--- config.mk ---
export PLATFORM = sky130hd
export DESIGN_NAME = ata_sqrt
export DESIGN_NICKNAME = d
export VERILOG_FILES = /design/src/hdl/ata_pkg.sv /design/src/hdl/ata_sqrt.sv
export SDC_FILE = /design/constraint.sdc
export NUM_CORES = 1
export LEC_CHECK = 0
export BUFFER_PORTS_ARGS = -buffer_cell sky130_fd_sc_hd__buf_2
export CORE_MARGIN = 3
export CORE_UTILIZATION = 55
export DETAILED_ROUTE_END_ITERATION = 8
export HOLD_SLACK_MARGIN = 0.15
export PLACE_DENSITY_LB_ADDON = 0.1
export SYNTH_ARGS = -nofsm -noshare
export SYNTH_HDL_FRONTEND = slang
export SYNTH_SLANG_ARGS = --single-unit
--- constraint.sdc ---
create_clock -name clk_i -period 2.79 [get_ports clk_i]
set_input_delay 0.1395 -clock clk_i [delete_from_list [all_inputs] [get_ports clk_i]]
set_output_delay 0.1395 -clock clk_i [all_outputs]
set_load 0.02 [all_outputs]
--- src/hdl/ata_pkg.sv ---
// ata_pkg: shared widths, item and status types, and the CORDIC arctangent table
// for the accelerometer tilt angle block. No dependencies.
package ata_pkg;

  localparam int DataW       = 16;
  localparam int OperW       = 18;
  localparam int SumW        = 32;
  localparam int RootW       = 16;
  localparam int SqrtStages  = 16;
  localparam int CordicSteps = 20;
  localparam int CordicW     = 36;
  localparam int AngW        = 25;
  localparam int AngleW      = 16;
  localparam int PitchW      = 15;
  localparam int FracShift   = 16;
  localparam int QueueDepth  = 2;

  localparam logic signed [AngW-1:0]   Ang90      = 25'sd2304000;
  localparam logic signed [AngW-1:0]   AngRound   = 25'sd128;
  localparam logic signed [AngW-1:0]   AngLimit   = 25'sd18000;
  localparam logic signed [AngleW-1:0] PitchLimit = 16'sd9000;
  localparam logic signed [AngleW:0]   AxisOffset = 17'sd18000;

  typedef struct packed {
    logic signed [DataW-1:0] x;
    logic signed [DataW-1:0] y;
    logic signed [DataW-1:0] z;
  } sample_t;

  typedef struct packed {
    sample_t        smp;
    logic [SumW-1:0] sumsq;
  } item_t;

  typedef struct packed {
    logic full;
    logic empty;
  } qstat_t;

  // atan(2^-i) in 1/25600 degree
  function automatic logic signed [AngW-1:0] atan_step(input int unsigned i);
    logic signed [AngW-1:0] v;
    unique case (i)
      0:       v = 25'sd1152000;
      1:       v = 25'sd680065;
      2:       v = 25'sd359328;
      3:       v = 25'sd182400;
      4:       v = 25'sd91554;
      5:       v = 25'sd45822;
      6:       v = 25'sd22916;
      7:       v = 25'sd11459;
      8:       v = 25'sd5730;
      9:       v = 25'sd2865;
      10:      v = 25'sd1432;
      11:      v = 25'sd716;
      12:      v = 25'sd358;
      13:      v = 25'sd179;
      14:      v = 25'sd90;
      15:      v = 25'sd45;
      16:      v = 25'sd22;
      17:      v = 25'sd11;
      18:      v = 25'sd6;
      19:      v = 25'sd3;
      default: v = '0;
    endcase
    return v;
  endfunction

endpackage

--- src/hdl/ata_sqrt.sv ---
// ata_sqrt: pipelined integer square root, one result bit per stage.
// Depends on ata_pkg.
module ata_sqrt (
  input  logic                          clk_i,
  input  logic                          en_i,
  input  logic [ata_pkg::SumW-1:0]      v_i,
  output logic [ata_pkg::RootW-1:0]     root_o
);

  localparam int N = ata_pkg::SqrtStages;
  localparam int W = ata_pkg::SumW;

  logic [W-1:0] v_q   [N];
  logic [W-1:0] res_q [N];

  for (genvar k = 0; k < N; k++) begin : g_stage
    localparam logic [W-1:0] Bit = W'(1) << (W - 2 - 2 * k);
    logic [W-1:0] v_cur, res_cur, trial;
    if (k == 0) begin : g_first
      assign v_cur   = v_i;
      assign res_cur = '0;
    end else begin : g_next
      assign v_cur   = v_q[k-1];
      assign res_cur = res_q[k-1];
    end
    assign trial = res_cur + Bit;
    always_ff @(posedge clk_i) begin
      if (en_i) begin
        if (v_cur >= trial) begin
          v_q[k]   <= v_cur - trial;
          res_q[k] <= (res_cur >> 1) + Bit;
        end else begin
          v_q[k]   <= v_cur;
          res_q[k] <= res_cur >> 1;
        end
      end
    end
  end

  assign root_o = res_q[N-1][ata_pkg::RootW-1:0];

endmodule

==> flow_summary.yaml <==
worst_setup_path:
  rrSetupSlack_ps: -110
  path_delay_family: "simple AND/OR/NAND/NOR gates"
  cp_data_required_time_ps: 3120
  crit_chain: "or4_4, or3_4, or3_4, or4_4, and3b_4, nand3b_4, xnor2_2"
  cp-end-kind: "flop"
  cpMaxStageDelayCell: "or4_4"
  worstPathMaxFanout: 7
  r2r_start: "v_q[1][185]"
  path_class: "reg2reg"
  start_kind: "flop"
  rr_endpoint: "v_q[1][221]"
  r2r_cells: 7
  cp_num_buf_inv: 0
  arrival_ps: 3230
  critPathMaxStageDelay_ps: 560
logic_synthesis:
  synth_edf_count: 616
  synthXorXnorAreaFrac_pct: 6.092
  synth-seq-cells: 616
  synth-async-reset-ratio_pct: 0
  synth.mux.area_fraction_pct: 0.8359
  ys_top_cells_by_area: "edfxtp_1 (64%), ha_1 (6.5%), xnor2_1 (3.0%)"
  syn-num-nets: 2446
  syn-mean-instance-area_um2: 12.84
  synth_largest_area_cell: "edfxtp_1"
  synth_fa_ha_area_share_pct: 6.463
  ys.flop_type: "edfxtp_1"
  synth-simple-area-share_pct: 11.64
  yosys.area.top_type_share_pct: 63.70
  synth_common_cells: "edfxtp_1 (616), inv_1 (175), nand2_1 (163), ha_1 (150), nor2_1 (139)"
  synth.most_common_cell: "edfxtp_1"
  syn_area_um2: 29040
  syn_inst: 2262
  ys.warnings.count: 0
  synth_compound_area_share_pct: 8.337
  synth_cell_types: 67
  synth_top_family_by_area: "simple AND/OR/NAND/NOR gates"
  seq_area_frac_synth_pct: 63.70
drt:
  drcViolationCount: 0
  maxUsedRoutingLayer: "met4"
  met2_length_mm: 32.95
  dr.first_iter.drc_count: 1400
  via_count: 18780
  antenna_left: 0
  avgViaCountPerCell: 5.626
  wirelength_mm: 63.89
  routedWlPerCell_um: 19.14
  drt_pass1_iterations: 5
  met1_length_mm: 26.51
  wl_met3_mm: 2.351
timing:
  relSlewSlack_pct: 41.68
  rsz0062_at_grt: "yes"
  max_slew.worst_pin.slew_ps: 874.8
  hold_violations: 0
  worst_slack_ps: -107.6
  final-setup-viol-count: 18
  period_share_pct: 103.9
  maxSlewViolCount: 0
  finalClockSkew_ps: 23.63
  setup_tns_ps: -1062
  fmax_ghz: 0.3451
  timing.hold.ws_ps: 252.6
  fin_crit_ps: 2898
hold_path:
  hold_class: "in2reg"
  holdPathEnd: "v_q[0][23]"
  hp-start: "v_i[23]"
  hold_depth: 2
global_routing:
  grt_pass1_vias: 19120
  grt_max_degree: 102
  overflow: 0
  antenna_found_initial: 0
  grt_pass1_wl_mm: 100.9
  gr-usage-all-layers_pct: 22.76
layout:
  nets: 2797
  syn_to_final_growth_pct: 21.81
  diodes: 0
  finalNonFillerCells: 3338
  drive_above_1_share_pct: 20.47
  fin_area_um2: 35370
  final_util_pct: 68.26
place:
  place_inst: 3168
  place.gp.congestion: 0.8987
  io_buffers: 49
  hpwl_mm: 46.03
  place_area_um2: 31710
  pre_cts_ws_ps: -493.8
power_and_ir_drop:
  p_leak_nw: 13.59
  power_mw: 25.93
  powerDensity_nw_per_um2: 733.0
  irDropWorstVdd_v: 0.0005516
run_status:
  violations: "negative setup slack"
  status: "finished with violations"
die:
  start_util_pct: 56.04
  die_height_um: 235.8
  io_pins: 50
  die_x_um: 235.8
  dieArea_um2: 55590
  coreArea_um2: 51820
  rows: 83
clock_network:
  htreeDepth: 3
  cts_sinks: 616
  cts_tree: "done"
  path_clk_slew_ps: 60
  cts_buffers: 66
  max-clock-path-buffers: 3
  clkLatencyLatePin_ps: 610
  cts-root-buf: "clkbuf_16"
run:
  drv_cap: 0
-- placed cells by master (no fill, tap or decap), drive strengths merged, types with 13 or more instances in the layout --
cell type,n
a211oi,14
nor2,139
xnor2,101
dlygate4sd3,34
nor2b,17
inv,180
nand2,163
buf,296
a21o,33
nand2b,33
o21ai,121
clkbuf,74
edfxtp,616
xor2,101
nand3,34
a21oi,123
mux2,18
nor3,60
o21a,27
nor4,78
ha,150
or3,13
nor4b,15
nand4,26
clkinv,22
-- cell type report --
| cell class | count | area, um^2 |
|---|---|---|
| flip-flops and latches | 616 | 18500 |
| fillers | 3606 | 16450 |
| multi-input cells | 1424 | 10600 |
| repair buffers | 330 | 2514 |
| clock buffers | 74 | 1703 |
| well taps | 680 | 850.8 |
| inverters | 175 | 656.9 |
| clock inverters | 39 | 553.0 |
-- where the power goes --
part / total (mW) / switching [mW] / internal (mW)
sequential: 12.4 / 0.831 / 11.5
clock: 9.08 / 3.61 / 5.47
combinational: 4.48 / 2.36 / 2.12
-- cells by family (layout without fill, tap and decap cells) --
kind of cell	after synthesis	count (layout)
adders and majority gates	150	150
muxes	22	22
xor gates and xnor gates	202	202
and+or+nand+nor	652	652
DFF	616	616
buffers and inverters	222	618
AOI/OAI and AO/OA	398	398
-- timing repair --
action / in CTS / in global routing
endpoints found under the hold margin: 128 / 0
resized for setup: 45 / 115
hold buffers: 34 / 0
pin swaps: 11 / 50
buffers inserted: 5 / 19
gates cloned: 0 / 0
setup endpoints to repair: 77 / 127
-- worst max path at each step --
stage / startpoint / end / slack, ps / depth (start not counted)
2_1_floorplan: v_q[1][169] / v_q[1][218] / -60 / 9
3_3_place_gp: v_q[1][15] / v_q[1][59] / -340 / 9
3_5_place_dp: v_q[1][16] / v_q[1][63] / -490 / 9
4_1_cts: v_q[1][185] / v_q[1][221] / -140 / 7
5_1_grt: v_q[1][185] / v_q[1][221] / -150 / 7
6_report: v_q[1][185] / v_q[1][221] / -110 / 7
-- sequential cells by signal, indices dropped and copies added, names as in the netlist --
| register | count |
|---|---|
| v_q | 480 |
| res_q | 136 |
-- metal layers --
metal | up-vias | GRT usage [%]
met2 | 431 | 40.37
met3 | 143 | 3.624
li1 | 9113 | -
met5 | - | 0
met1 | 9094 | 28.38
met4 | 0 | 8.038
Note: power is estimated with default switching activity, not from simulation.
