**src/hdl/ata_pkg.sv**
```systemverilog
// ata_pkg: shared widths, item and status types, and the CORDIC arctangent table
// for the accelerometer tilt angle block. No dependencies.
package ata_pkg;

  localparam int DataW       = 16;
  localparam int OperW       = 18;
  localparam int SumW        = 32;
  localparam int RootW       = 16;
  localparam int SqrtStages  = 16;
  localparam int CordicSteps = 20;
  localparam int CordicW     = 36;
  localparam int AngW        = 25;
  localparam int AngleW      = 16;
  localparam int PitchW      = 15;
  localparam int FracShift   = 16;
  localparam int QueueDepth  = 2;

  localparam logic signed [AngW-1:0]   Ang90      = 25'sd2304000;
  localparam logic signed [AngW-1:0]   AngRound   = 25'sd128;
  localparam logic signed [AngW-1:0]   AngLimit   = 25'sd18000;
  localparam logic signed [AngleW-1:0] PitchLimit = 16'sd9000;
  localparam logic signed [AngleW:0]   AxisOffset = 17'sd18000;

  typedef struct packed {
    logic signed [DataW-1:0] x;
    logic signed [DataW-1:0] y;
    logic signed [DataW-1:0] z;
  } sample_t;

  typedef struct packed {
    sample_t        smp;
    logic [SumW-1:0] sumsq;
  } item_t;

  typedef struct packed {
    logic full;
    logic empty;
  } qstat_t;

  // atan(2^-i) in 1/25600 degree
  function automatic logic signed [AngW-1:0] atan_step(input int unsigned i);
    logic signed [AngW-1:0] v;
    unique case (i)
      0:       v = 25'sd1152000;
      1:       v = 25'sd680065;
      2:       v = 25'sd359328;
      3:       v = 25'sd182400;
      4:       v = 25'sd91554;
      5:       v = 25'sd45822;
      6:       v = 25'sd22916;
      7:       v = 25'sd11459;
      8:       v = 25'sd5730;
      9:       v = 25'sd2865;
      10:      v = 25'sd1432;
      11:      v = 25'sd716;
      12:      v = 25'sd358;
      13:      v = 25'sd179;
      14:      v = 25'sd90;
      15:      v = 25'sd45;
      16:      v = 25'sd22;
      17:      v = 25'sd11;
      18:      v = 25'sd6;
      19:      v = 25'sd3;
      default: v = '0;
    endcase
    return v;
  endfunction

endpackage

```
**src/hdl/ata_queue.sv**
```systemverilog
// ata_queue: small FIFO between the front and the back of the pipeline.
// Depends on ata_pkg (item_t, qstat_t).
module ata_queue #(
  parameter int Depth = ata_pkg::QueueDepth
) (
  input  logic             clk_i,
  input  logic             rst_ni,
  input  logic             push_i,
  input  ata_pkg::item_t   item_i,
  input  logic             pop_i,
  output ata_pkg::item_t   item_o,
  output ata_pkg::qstat_t  stat_o
);

  localparam int PtrW = (Depth > 1) ? $clog2(Depth) : 1;
  localparam int CntW = $clog2(Depth + 1);

  ata_pkg::item_t mem_q [Depth];
  logic [PtrW-1:0] wr_q, rd_q;
  logic [CntW-1:0] cnt_q;

  assign stat_o.full  = (cnt_q == CntW'(Depth));
  assign stat_o.empty = (cnt_q == '0);
  assign item_o       = mem_q[rd_q];

  always_ff @(posedge clk_i) begin
    if (push_i) begin
      mem_q[wr_q] <= item_i;
    end
  end

  always_ff @(posedge clk_i or negedge rst_ni) begin
    if (!rst_ni) begin
      wr_q  <= '0;
      rd_q  <= '0;
      cnt_q <= '0;
    end else begin
      if (push_i) begin
        wr_q <= (wr_q == PtrW'(Depth - 1)) ? '0 : wr_q + 1'b1;
      end
      if (pop_i) begin
        rd_q <= (rd_q == PtrW'(Depth - 1)) ? '0 : rd_q + 1'b1;
      end
      if (push_i && !pop_i) begin
        cnt_q <= cnt_q + 1'b1;
      end else if (!push_i && pop_i) begin
        cnt_q <= cnt_q - 1'b1;
      end
    end
  end

endmodule

```
**config.mk**
```make
export PLATFORM = sky130hd
export DESIGN_NAME = ata_queue
export DESIGN_NICKNAME = d
export VERILOG_FILES = /design/src/hdl/ata_pkg.sv /design/src/hdl/ata_queue.sv
export SDC_FILE = /design/constraint.sdc
export NUM_CORES = 1
export LEC_CHECK = 0
export BUFFER_PORTS_ARGS = -buffer_cell sky130_fd_sc_hd__buf_2
export CAP_MARGIN = 20
export CORE_MARGIN = 4
export CORE_UTILIZATION = 50
export CTS_BUF_LIST = sky130_fd_sc_hd__clkbuf_8
export DETAILED_ROUTE_END_ITERATION = 10
export PLACE_DENSITY = 0.82
export SLEW_MARGIN = 15
export SYNTH_ARGS = -nofsm -noshare
export SYNTH_HDL_FRONTEND = slang
export SYNTH_SLANG_ARGS = --single-unit
```
**constraint.sdc**
```tcl
create_clock -name clk_i -period 13.9 [get_ports clk_i]
set_input_delay 0.695 -clock clk_i [delete_from_list [all_inputs] [get_ports clk_i]]
set_output_delay 0.695 -clock clk_i [all_outputs]
set_load 0.02 [all_outputs]
```
==> metrics.md <==
| Metric | Value |
|---|---|
| CP Class | `flip-flop to primary output` |
| Max cap viols | `0` |
| Post-CTS sizing | `0` |
| Design area | `approximately 0.0077 mm^2` |
| Critical Path AT | `2730 ps` |
| Worst slew pin tran | `1010 ps` |
| Mapped cell area | `0.00636 mm^2` |
| Max VDD drop | `0.117 mV` |
| # hold bufs at CTS | `0` |
| Final setup fails | `0` |
| Drt first-iter violations | `148` |
| Slowest cell on crit path | `dfrtp_4` |
| Pwr dens | `approximately 210 mW/mm^2` |
| Via count | `2,949` |
| WL per Instance | `approximately 17 um` |
| Share of cells above drive strength 1 | `0.612` |
| Period minus WS final | `3430 ps` |
| FILL cells | `900` |
| CTS tree | `yes` |
| # diodes | `0` |
| Seq cells post-synth | `164` |
| Top cell type's share of synthesized area | `0.755` |
| Starting Density | `0.521` |
| Fin Clk Skew | `roughly 6.3 ps` |
| Ranking of synthesized cells by area | `edfxtp_1 76%, mux2_4 19%, buf_12 2.5%, dfrtp_1 1.6%, xor2_1 0.55%` |
| Tot Pwr | `0.00158 W` |
| First-pass GRT wire length | `16,200 um` |
| CORE AREA | `around 0.012 mm^2` |
| Vias per inst | `4.73` |
| Total CTS buffers | `17` |
| Final WL | `10,700 um` |
| Setup repair bufs after CTS | `0` |
| Max-slew violations | `0` |
| Leakage | `just over 3 nW` |
| Vias in the first global route | `3,188` |
| Syn nets | `350` |
| Setup TNS | `0 ps` |
| Layout Nets | `528` |
| Area leader, netlist | `edfxtp_1` |
| Placed cell areas | `0.00725 mm^2` |
| All-Layer GR Usage | `0.151` |
| Initial antenna violation count | `0` |
| Final Hold Viols | `0` |
| Die X | `121 um` |
| RSZ-0062 raised after global routing | `false` |
| H-tree level count | `4` |
| CTS max path bufs | `2` |
| Buffers on Ports | `about 170` |
| Clk pin slew, worst setup/hold paths | `80 ps` |
| GP Congestion | `0.687` |
| Worst-path cell chain | `buf_4 -> mux2_2 -> buf_2` |
| Final period utilization | `0.246` |
| Post-route setup slack | `10,470 ps` |
| Slew headroom | `0.323` |
| Yosys Warn Count | `0` |
| Remaining antenna violation count | `0` |
| Max Freq | `0.292 GHz` |
| Die Span Y | `between 100 and 150 um` |
| Rows | `40` |
| Post-synth cell types | `13` |
| Worst slack, placed | `10,920 ps` |
| CTS Sinks | `~160` |
| Worst Setup End Kind | `primary output` |
| Seq/Total Area, Yosys | `0.771` |
| DP HPWL | `7160 um` |
| Outcome | `complete, no violations` |
| TritonRoute pass-1 iters | `4` |
| Largest net degree at the start of global routing | `81` |
| Clk_lat worst skew | `430 ps` |
| Ports | `166` |
| Post-Synthesis Cells | `265` |
| Worst Path Max Fanout | `47` |
| Syn avg cell area | `around 24 um^2` |
| Area Overhead vs Synth | `20.4%` |
| Required @ worst endpoint | `between 10,000 and 15,000 ps` |
| Startpoint types | `flip-flop` |
| CP Buf/Inv Count | `2` |
| HP Class | `primary input to asynchronous set/reset pin` |
| Crit path largest cell delay | `850 ps` |
| Clock Root Buffer | `clkbuf_8` |
| Residual DRC | `0` |
| Remaining Overflow, GRT | `0` |
| Crit path max-delay family | `buffers and inverters` |
| Die area | `0.0146 mm^2` |
-- logic make-up (layout without fill, tap and decap cells) --
logic type	count (synthesis)	count (layout)	share of synthesized area
flip-flops	164	164	0.771
XOR/XNOR	5	5	0.00689
adder cells (fa/ha/maj)	1	1	0.00197
buffers and inverters	10	201	0.0275
multiplexers	80	80	0.188
AND/OR/NAND/NOR	5	5	0.00413
-- per-stage QoR --
step,utilization,instances,hold slack (ps)
floorplan,-,265,399
global placement,0.594,591,473
detailed placement,0.594,591,476
CTS,0.625,623,16.9
global route,0.627,624,11.4
finish,0.627,624,49.0
-- worst paths after layout --
check	end	cells after the start	from	slack [ps]
worst min-delay path	cnt_q[0]$_DFFE_PN0P_	1	rst_ni	50
worst max register to register	mem_q[0][32]$_DFFE_PP_	2	wr_q$_DFFE_PN0P_	11600
worst max-delay path	item_o[59]	3	rd_q$_DFFE_PN0P_	10470
max in group asynchronous	rd_q$_DFFE_PN0P_	1	rst_ni	13710
min in group clk_i	mem_q[0][36]$_DFFE_PP_	1	item_i[36]	440
worst min register to register	cnt_q[1]$_DFFE_PN0P_	1	cnt_q[1]$_DFFE_PN0P_	490
-- routing by layer --
metal	part of all wire	track usage	up-vias
li1	-	-	1401
met1	0.40	0.170	1429
met2	0.52	0.260	109
met3	0.070	0.0510	10
met4	0.010	0.0680	0
met5	0	0	-
-- sequential cells by signal, summed over array words and instances (netlist names) --
signal / count
wr_q: 1
mem_q: 160
cnt_q: 2
rd_q: 1
-- area by class of cell --
| class | instances | area (um^2) | share of cell area |
|---|---|---|---|
| clock buffer | 17 | 234 | 0.0306 |
| clock inverter | 15 | 143 | 0.0186 |
| inverter | 1 | 3.75 | 0.000490 |
| timing repair buffer | 168 | 868 | 0.113 |
| tap | 168 | 210 | 0.0275 |
| sequential | 164 | 4910 | 0.641 |
| multi-input combinational | 91 | 1290 | 0.168 |
-- where the power goes --
part           internal, W  switching, W  total, W
logic             0.000257      0.000293  0.000549
registers         0.000657     0.0000535  0.000710
clock network     0.000157      0.000162  0.000319
-- layout by cell type, fill, tap and decap left out --
cell and n:
and2_4 1, mux2_4 79, nor2b_1 1, buf_16 1
inv_1 2, clkinvlp_4 3, bufinv_16 2, edfxtp_1 160
buf_4 2, clkinv_2 2, clkinv_1 3, buf_2 165
xor2_1 4, nor2_1 2, clkinv_4 4, nor2b_4 1
dfrtp_4 1, ha_1 1, xnor2_1 1, clkbuf_8 17
dfrtp_1 3, mux2_2 1
-- cells in the mapped netlist --
master and n:
mux2_4 79, buf_6 1, and2_1 1, nor2_1 2, nor2b_1 2, xnor2_1 1
mux2_2 1, xor2_1 4, buf_12 8, ha_1 1, dfrtp_1 4, edfxtp_1 160
inv_1 1
No activity file was read; power rests on OpenSTA's default activity.
